--- config.mk ---
export PLATFORM = sky130hd
export DESIGN_NAME = stable_priority_event_queue_core
export DESIGN_NICKNAME = d
export VERILOG_FILES = /design/src/rtl/spq_pkg.sv /design/src/rtl/spq_cell.sv /design/src/rtl/stable_priority_event_queue_core.sv
export SDC_FILE = /design/constraint.sdc
export NUM_CORES = 2
export LEC_CHECK = 0
export BUFFER_PORTS_ARGS = -buffer_cell sky130_fd_sc_hd__buf_2
export CAP_MARGIN = 10
export CORE_MARGIN = 10
export CORE_UTILIZATION = 35
export CTS_CLUSTER_DIAMETER = 150
export DETAILED_ROUTE_END_ITERATION = 10
export SLEW_MARGIN = 15
export SYNTH_ARGS = -nofsm -noshare
export SYNTH_HDL_FRONTEND = slang
export SYNTH_SLANG_ARGS = --single-unit
--- constraint.sdc ---
create_clock -name i_clk -period 6.2 [get_ports i_clk]
set_input_delay 1.24 -clock i_clk [delete_from_list [all_inputs] [get_ports i_clk]]
set_output_delay 1.24 -clock i_clk [all_outputs]
set_load 0.1 [all_outputs]
--- src/rtl/spq_pkg.sv ---
package spq_pkg;

    localparam int unsigned PRIO_W   = 8;
    localparam int unsigned OUT_PAY_W = 32;
    localparam int unsigned REM_W    = 5;

    typedef enum logic [1:0] {
        ST_ADDED  = 2'd0,
        ST_POPPED = 2'd1,
        ST_EMPTY  = 2'd2,
        ST_FULL   = 2'd3
    } t_status;

    typedef enum logic {
        ACT_ADD = 1'b0,
        ACT_POP = 1'b1
    } t_action;

    typedef struct packed {
        t_action               action;
        logic [PRIO_W-1:0]     priority_req;
        logic [OUT_PAY_W-1:0]  payload;
    } t_in_item;

    typedef struct packed {
        t_status               status;
        logic [PRIO_W-1:0]     out_priority;
        logic [OUT_PAY_W-1:0]  out_payload;
        logic [REM_W-1:0]      remaining;
    } t_out_item;

    typedef enum logic [2:0] {
        CELL_HOLD   = 3'd0,
        CELL_POP    = 3'd1,
        CELL_URGENT = 3'd2,
        CELL_START  = 3'd3,
        CELL_STEP   = 3'd4
    } t_cell_op;

    typedef struct packed {
        t_cell_op           op;
        logic [PRIO_W-1:0]  new_prio;
    } t_cell_cmd;

    typedef enum logic {
        SQ_IDLE  = 1'b0,
        SQ_SHIFT = 1'b1
    } t_seq_state;

endpackage

--- src/rtl/spq_cell.sv ---
module spq_cell #(
    parameter int DW  = 32,
    parameter int CW  = 5,
    parameter int IDX = 0
) (
    input  logic                       i_clk,
    input  logic                       i_rst_n,
    input  spq_pkg::t_cell_cmd         i_cmd,
    input  logic [DW-1:0]              i_new_pay,
    input  logic [CW-1:0]              i_count,
    input  logic [spq_pkg::PRIO_W-1:0] i_left_prio,
    input  logic [DW-1:0]              i_left_pay,
    input  logic [spq_pkg::PRIO_W-1:0] i_right_prio,
    input  logic [DW-1:0]              i_right_pay,
    input  logic                       i_right_take,
    output logic [spq_pkg::PRIO_W-1:0] o_prio,
    output logic [DW-1:0]              o_pay,
    output logic                       o_take,
    output logic                       o_place
);

    logic [spq_pkg::PRIO_W-1:0] r_prio;
    logic [spq_pkg::PRIO_W-1:0] n_prio;
    logic [DW-1:0]              r_pay;
    logic [DW-1:0]              n_pay;
    logic                       r_hole;
    logic                       n_hole;
    logic                       w_left_greater;
    logic                       w_step;

    // the front cell has no left neighbour, so the hole always fills there
    assign w_left_greater = (IDX != 0) && (i_left_prio > i_cmd.new_prio);
    assign w_step         = (i_cmd.op == spq_pkg::CELL_STEP) && r_hole;
    assign o_take         = w_step && w_left_greater;
    assign o_place        = w_step && !w_left_greater;
    assign o_prio         = r_prio;
    assign o_pay          = r_pay;

    always_comb begin
        n_prio = r_prio;
        n_pay  = r_pay;
        n_hole = r_hole;
        case (i_cmd.op)
            spq_pkg::CELL_POP: begin
                n_prio = i_right_prio;
                n_pay  = i_right_pay;
                n_hole = 1'b0;
            end
            spq_pkg::CELL_URGENT: begin
                if (IDX == 0) begin
                    n_prio = i_cmd.new_prio;
                    n_pay  = i_new_pay;
                end else begin
                    n_prio = i_left_prio;
                    n_pay  = i_left_pay;
                end
                n_hole = 1'b0;
            end
            spq_pkg::CELL_START: begin
                n_hole = (i_count == CW'(IDX));
            end
            spq_pkg::CELL_STEP: begin
                if (o_take) begin
                    n_prio = i_left_prio;
                    n_pay  = i_left_pay;
                    n_hole = 1'b0;
                end else if (o_place) begin
                    n_prio = i_cmd.new_prio;
                    n_pay  = i_new_pay;
                    n_hole = 1'b0;
                end else if (i_right_take) begin
                    n_hole = 1'b1;
                end
            end
            default: begin
                n_hole = r_hole;
            end
        endcase
    end

    always_ff @(posedge i_clk) begin
        if (!i_rst_n) begin
            r_hole <= 1'b0;
        end else begin
            r_hole <= n_hole;
        end
    end

    always_ff @(posedge i_clk) begin
        r_prio <= n_prio;
        r_pay  <= n_pay;
    end

endmodule

--- src/rtl/stable_priority_event_queue_core.sv ---
// stable priority event queue, a row of DEPTH storage cells with the front at cell 0
// input channel i_in_valid / o_in_stall carries one operation: add an event or pop
// the front event. output channel o_out_valid / i_out_stall carries one result per
// operation: status, popped priority and payload, and the number of events left.
// config channel i_cfg_valid / o_cfg_ready writes the urgent priority value.
// every result is registered and appears the cycle after its transfer.
// a pop, an urgent add, a pop on empty and an add to a full queue leave the queue
// idle, so such operations can follow each other in consecutive cycles while the
// receiver does not stall. a normal add moves a hole from the back of the stored
// events towards the front, one cell per cycle, while each passed cell hands its
// event one place back; the input stalls until the hole has passed every stored
// event that sorts behind the new one and the new event is placed.
// the result of an add is issued at once; the next transfer waits for the hole.
// when the receiver stalls, the result holds and new transfers are stalled until
// the result is taken in the same cycle or earlier.
// reset empties the queue and clears the urgent priority to 0; stored payloads are
// not cleared.
module stable_priority_event_queue_core #(
    parameter int DEPTH        = 16,
    parameter int PAYLOAD_BITS = 32
) (
    input  logic                               i_clk,
    input  logic                               i_rst_n,
    input  logic                               i_in_valid,
    output logic                               o_in_stall,
    input  spq_pkg::t_in_item                  i_in,
    output logic                               o_out_valid,
    input  logic                               i_out_stall,
    output spq_pkg::t_out_item                 o_out,
    input  logic                               i_cfg_valid,
    output logic                               o_cfg_ready,
    input  logic [spq_pkg::PRIO_W-1:0]         i_cfg_data
);

    localparam int CW = $clog2(DEPTH + 1);
    localparam int DW = (PAYLOAD_BITS < 32) ? PAYLOAD_BITS : 32;

    spq_pkg::t_seq_state        r_state;
    spq_pkg::t_seq_state        n_state;
    logic [CW-1:0]              r_count;
    logic [CW-1:0]              n_count;
    logic [spq_pkg::PRIO_W-1:0] r_urgent;
    logic [spq_pkg::PRIO_W-1:0] r_new_prio;
    logic [DW-1:0]              r_new_pay;
    logic                       r_out_valid;
    spq_pkg::t_out_item         r_out;
    spq_pkg::t_out_item         n_out;

    spq_pkg::t_cell_cmd         w_cmd;
    logic [DW-1:0]              w_new_pay;
    logic                       w_accept;
    logic                       w_full;
    logic                       w_empty;
    logic                       w_is_add;
    logic                       w_urgent;
    logic                       w_done;

    logic [spq_pkg::PRIO_W-1:0] w_prio  [DEPTH];
    logic [DW-1:0]              w_pay   [DEPTH];
    logic [DEPTH-1:0]           w_take;
    logic [DEPTH-1:0]           w_place;

    assign o_in_stall  = (r_state != spq_pkg::SQ_IDLE) || (r_out_valid && i_out_stall);
    assign w_accept    = i_in_valid && !o_in_stall;
    assign o_cfg_ready = (r_state == spq_pkg::SQ_IDLE);
    assign o_out_valid = r_out_valid;
    assign o_out       = r_out;

    assign w_full   = (r_count == CW'(DEPTH));
    assign w_empty  = (r_count == '0);
    assign w_is_add = (i_in.action == spq_pkg::ACT_ADD);
    assign w_urgent = (i_in.priority_req == r_urgent);
    assign w_done   = |w_place;

    // next state
    always_comb begin
        n_state = r_state;
        case (r_state)
            spq_pkg::SQ_IDLE: begin
                if (w_accept && w_is_add && !w_full && !w_urgent) begin
                    n_state = spq_pkg::SQ_SHIFT;
                end
            end
            spq_pkg::SQ_SHIFT: begin
                if (w_done) begin
                    n_state = spq_pkg::SQ_IDLE;
                end
            end
            default: begin
                n_state = spq_pkg::SQ_IDLE;
            end
        endcase
    end

    // cell commands
    always_comb begin
        w_cmd.op       = spq_pkg::CELL_HOLD;
        w_cmd.new_prio = r_new_prio;
        w_new_pay      = r_new_pay;
        case (r_state)
            spq_pkg::SQ_IDLE: begin
                w_cmd.new_prio = i_in.priority_req;
                w_new_pay      = i_in.payload[DW-1:0];
                if (w_accept) begin
                    if (w_is_add) begin
                        if (!w_full) begin
                            w_cmd.op = w_urgent ? spq_pkg::CELL_URGENT : spq_pkg::CELL_START;
                        end
                    end else if (!w_empty) begin
                        w_cmd.op = spq_pkg::CELL_POP;
                    end
                end
            end
            spq_pkg::SQ_SHIFT: begin
                w_cmd.op = spq_pkg::CELL_STEP;
            end
            default: begin
                w_cmd.op = spq_pkg::CELL_HOLD;
            end
        endcase
    end

    // count and result
    always_comb begin
        n_count            = r_count;
        n_out.status       = spq_pkg::ST_ADDED;
        n_out.out_priority = '0;
        n_out.out_payload  = '0;
        if (w_is_add) begin
            if (w_full) begin
                n_out.status = spq_pkg::ST_FULL;
            end else begin
                n_count = r_count + CW'(1);
            end
        end else if (w_empty) begin
            n_out.status = spq_pkg::ST_EMPTY;
        end else begin
            n_count            = r_count - CW'(1);
            n_out.status       = spq_pkg::ST_POPPED;
            n_out.out_priority = w_prio[0];
            n_out.out_payload  = spq_pkg::OUT_PAY_W'(w_pay[0]);
        end
        n_out.remaining = spq_pkg::REM_W'(n_count);
    end

    always_ff @(posedge i_clk) begin
        if (!i_rst_n) begin
            r_state     <= spq_pkg::SQ_IDLE;
            r_count     <= '0;
            r_urgent    <= '0;
            r_out_valid <= 1'b0;
        end else begin
            r_state <= n_state;
            if (w_accept) begin
                r_count     <= n_count;
                r_out_valid <= 1'b1;
            end else if (!i_out_stall) begin
                r_out_valid <= 1'b0;
            end
            if (i_cfg_valid && o_cfg_ready) begin
                r_urgent <= i_cfg_data;
            end
        end
    end

    always_ff @(posedge i_clk) begin
        if (w_accept) begin
            r_out      <= n_out;
            r_new_prio <= i_in.priority_req;
            r_new_pay  <= i_in.payload[DW-1:0];
        end
    end

    for (genvar g = 0; g < DEPTH; g++) begin : g_cell
        logic [spq_pkg::PRIO_W-1:0] w_lp;
        logic [DW-1:0]              w_lpay;
        logic [spq_pkg::PRIO_W-1:0] w_rp;
        logic [DW-1:0]              w_rpay;
        logic                       w_rtake;

        if (g == 0) begin : g_front
            assign w_lp   = '0;
            assign w_lpay = '0;
        end else begin : g_mid_l
            assign w_lp   = w_prio[g-1];
            assign w_lpay = w_pay[g-1];
        end

        if (g == DEPTH - 1) begin : g_back
            assign w_rp    = '0;
            assign w_rpay  = '0;
            assign w_rtake = 1'b0;
        end else begin : g_mid_r
            assign w_rp    = w_prio[g+1];
            assign w_rpay  = w_pay[g+1];
            assign w_rtake = w_take[g+1];
        end

        spq_cell #(
            .DW  (DW),
            .CW  (CW),
            .IDX (g)
        ) u_cell (
            .i_clk        (i_clk),
            .i_rst_n      (i_rst_n),
            .i_cmd        (w_cmd),
            .i_new_pay    (w_new_pay),
            .i_count      (r_count),
            .i_left_prio  (w_lp),
            .i_left_pay   (w_lpay),
            .i_right_prio (w_rp),
            .i_right_pay  (w_rpay),
            .i_right_take (w_rtake),
            .o_prio       (w_prio[g]),
            .o_pay        (w_pay[g]),
            .o_take       (w_take[g]),
            .o_place      (w_place[g])
        );
    end

endmodule

==> reports/metrics.csv <==
stage,metric,value,unit
die,die_area,134000,µm²
detailed_routing,dr.first_iter.drc_count,3613,
place,dp_slack,1.57,ns
synthesis,synth_seq_area_share,53.5,%
detailed_routing,drtPass1Iterations,5,
synthesis,ys_types,69,
clock_network,numCtsBuffers,85,
synthesis,synth.net_count,3704,
critical_path,rr_worst_depth,10,
synthesis,ys.flop_type,edfxtp_1,
clock_network,htree_levels,3,
min_path,min_to,g_cell[4].u_cell.r_hole,
detailed_routing,drc_errors,0,
timing,hold_viol_final,0,
timing,relSlewSlack,20.6,%
clock_network,clock-sinks,758,
critical_path,cp-start-kind,flop,
layout,area.growth.synth_to_final,11.6,%
critical_path,crit_fanout,16,
timing,slew_violations,0,
die,die_y,366,µm
die,die_w,366,µm
die,ios,104,
critical_path,r2r-start,r_new_prio[0],
clock_network,cts_setup_buffers,0,
min_path,hold_depth,2,
clock_network,clkTransAtPathRegs,0.07,ns
timing,fmax,215,MHz
power,switching_share,31.4,%
synthesis,synth_edf_count,727,
run,max_cap_viol_count,0,
layout,drive_gt1_share,9.48,%
synthesis,synth_area_leaders,"edfxtp_1 (52%), mux2i_1 (14%), a22oi_1 (10%)",
power,p_leak,16.6,nW
global_routing,grt_max_degree,236,
critical_path,timing_worst_setup_path_type,flop to flop,
power,powerDensity,324,nW/µm²
power,vdd_drop_max,0.201,mV
place,dp_hpwl,73700,µm
timing,finalWorstSetupSlack,1.54,ns
min_path,hp-class,flop to flop,
global_routing,grt_overflow,0,
place,gp_congestion,0.851,
power,p_clk_share,32.8,%
layout,fin_util,39.5,%
run_status,status,"complete, no violations",
global_routing,grt_first_pass_wirelength,189000,µm
detailed_routing,via_per_inst,5.95,
critical_path,cp_slowest_cell,edfxtp_1,
detailed_routing,ant_nets,0,
clock_network,cts_root_buf,clkbuf_16,
power,p_seq_share,48.7,%
power,p_int,10.4,mW
die,core-area,119000,µm²
synthesis,yosys_register_bits,758,
clock_network,cts-resized-gates,0,
die,start_util,35.4,%
synthesis,synth-async-reset-ratio,0,%
critical_path,crit_path_max_incr_delay,0.88,ns
detailed_routing,routed_wirelength,124000,µm
min_path,holdCritStartpoint,g_cell[4].u_cell.r_hole,
detailed_routing,num_vias,30500,
synthesis,syn-instance-count,3524,
synthesis,syn_avg_cell_area,11.9,µm²
critical_path,crit_top_cell,nand4_1,
global_routing,grtUsageTotal,17.4,%
die,num_rows,126,
synthesis,synth_top_area_share,52.0,%
global_routing,first_global_vias,29500,
timing,fin_worst_skew,0.0250,ns
timing,rsz0062_at_grt,no,
timing,worstMarginPinSlew,1.19,ns
timing,post-route-min-period,4.66,ns
synthesis,synth_area,42000,µm²
timing,setup-violations-final,0,
critical_path,reg2reg_to,r_state,
critical_path,critical_path_required,6.73,ns
clock_network,clk_latency,0.66,ns
synthesis,ys_warn_count,0,
synthesis,yosys.area.top_type,edfxtp_1,
timing,post-route-period-util,75.1,%
critical_path,crit_path_end_kind,flop,
layout,nets,3637,
place,port_buffers,103,
critical_path,path_cells,nand2_1 -> inv_1 -> a21o_1 -> ha_1 -> nand4_1 -> nor2_1 -> a2111oi_0 -> nand4_1 -> or4_1 -> o41ai_1,
detailed_routing,routedWlPerCell,24.2,µm
power,p_sw,4.76,mW
power,p_comb_share,18.5,%
clock_network,cts_tree,done,
clock_network,cts_buffer_depth,3,
global_routing,grt_antenna_before_repair,5,
critical_path,rrSetupSlack,1.54,ns
layout,nFillCells,11300,
critical_path,worst_ep_arrival_time,5.18,ns
clock_network,cts_hold_buf,0,
[synth_stat cells (3+ instances only)]
cell and number:
ha_1 126, a2111oi_2 3, a21boi_0 11, nand3_1 20, mux2i_1 605, clkbuf_1 203, buf_2 116, a21o_1 11
o21ai_0 530, buf_1 12, nor4b_1 4, a22o_1 42, a21boi_1 10, nor2_1 42, o21ai_1 64, nand2b_1 6
a2111o_1 3, nand2_1 75, inv_1 38, dfxtp_1 31, a21oi_1 78, and3_1 42, edfxtp_1 727, o211ai_1 16
nor3_1 15, o32a_1 4, nand4_1 33, and2_1 3, nor2b_1 27, xnor2_1 10, a22oi_1 558, o31a_1 5
nor4_1 9
[stage by stage]
stage               power [mW]  std cells  instance area, µm²  hold WS [ns]  TNS, ns
floorplan                 9.20       3524               42000         0.441   -83.31
global placement          10.2       4970               44100         0.451        0
detailed placement        10.3       4970               44100         0.460        0
CTS                       15.2       5124               46800         0.468        0
global route              15.8       5124               46800         0.504        0
finish                    15.2       5127               46800         0.470        0
[cell families after synthesis]
logic type               after synthesis  share of synthesized area (%)
flip-flops                           758                           53.5
multiplexers                         606                           14.5
XOR/XNOR                              10                          0.209
AND/OR/NAND/NOR                      288                           3.60
AO/OA/AOI/OAI                       1363                           20.7
adder cells (fa/ha/maj)              126                           3.76
buffers and inverters                373                           3.71
[worst max path at each step]
| stage | startpoint | slack [ns] | cells past startpoint | to |
|---|---|---|---|---|
| floorplan | i_out_stall | -0.22 | 6 | g_cell[10].u_cell.o_pay[0] |
| global placement | i_out_stall | 1.61 | 9 | g_cell[10].u_cell.o_pay[24] |
| detailed placement | i_out_stall | 1.57 | 9 | g_cell[10].u_cell.o_pay[23] |
| CTS | r_new_prio[0] | 1.70 | 10 | r_state |
| global route | r_new_prio[0] | 1.40 | 11 | g_cell[15].u_cell.o_pay[25] |
| finish | r_new_prio[0] | 1.54 | 10 | r_state |
[critical path, delay by kind of cell, from the launching register on]
kind / cells / cell delay [ns]
flops: 1 / 0.88
compound gates: 3 / 1.87
simple gates: 5 / 1.06
fa+ha+maj: 1 / 0.37
buf+inv: 1 / 0.32
[registers in the layout, summed over array words and instances (netlist names)]
signal                cells
r_urgent                  8
g_cell.u_cell.o_pay     512
g_cell.u_cell.r_hole     16
g_cell.u_cell.o_prio    128
r_new_prio                8
r_state                   1
r_count                   5
o_out                    47
r_new_pay                32
o_out_valid               1
[cell type report]
| class | instances | area [µm²] | area share [%] |
|---|---|---|---|
| sequential | 758 | 22500 | 48.0 |
| multi-input combinational | 2393 | 18200 | 38.9 |
| clock buffer | 110 | 2270 | 4.86 |
| tap | 1600 | 2000 | 4.28 |
| timing repair buffer | 180 | 1320 | 2.82 |
| clock inverter | 44 | 390 | 0.834 |
| inverter | 39 | 156 | 0.334 |
| antenna | 3 | 7.51 | 0.0160 |
[per-layer routing]
layer | part of all wire [%] | GRT usage [%] | wire (µm)
met1 | 46 | 25.2 | 57100
met2 | 44 | 26.3 | 54700
met3 | 6.9 | 3.11 | 8510
met4 | 2.9 | 5.25 | 3550
met5 | 0.010 | 0 | 13
[layout by cell type (no fill, tap or decap), types with 20 or more instances in the layout]
cell type | Yosys | final
nor2_1 | 42 | 40
o21ai_0 | 530 | 530
a21oi_1 | 78 | 64
clkbuf_16 | 0 | 87
and3_1 | 42 | 42
mux2i_1 | 605 | 605
edfxtp_1 | 727 | 727
o21ai_1 | 64 | 63
nand4_1 | 33 | 33
nand3_1 | 20 | 20
buf_4 | 1 | 59
buf_2 | 116 | 103
clkinv_1 | 0 | 21
inv_1 | 38 | 37
nor2b_1 | 27 | 27
dfxtp_1 | 31 | 30
a22oi_1 | 558 | 558
a22o_1 | 42 | 42
nand2_1 | 75 | 75
ha_1 | 126 | 126
clkbuf_1 | 203 | 22
[power by group through the flow]
stage | sequential [mW] | clock [mW] | combinational (mW)
after floorplan | 7.47 | 0 | 1.73
after global placement | 7.47 | 0 | 2.72
after detailed placement | 7.46 | 0 | 2.79
after CTS | 7.38 | 5.07 | 2.80
after global routing | 7.48 | 5.26 | 3.10
final | 7.39 | 4.98 | 2.80
No activity file was read; power rests on OpenSTA's default activity.
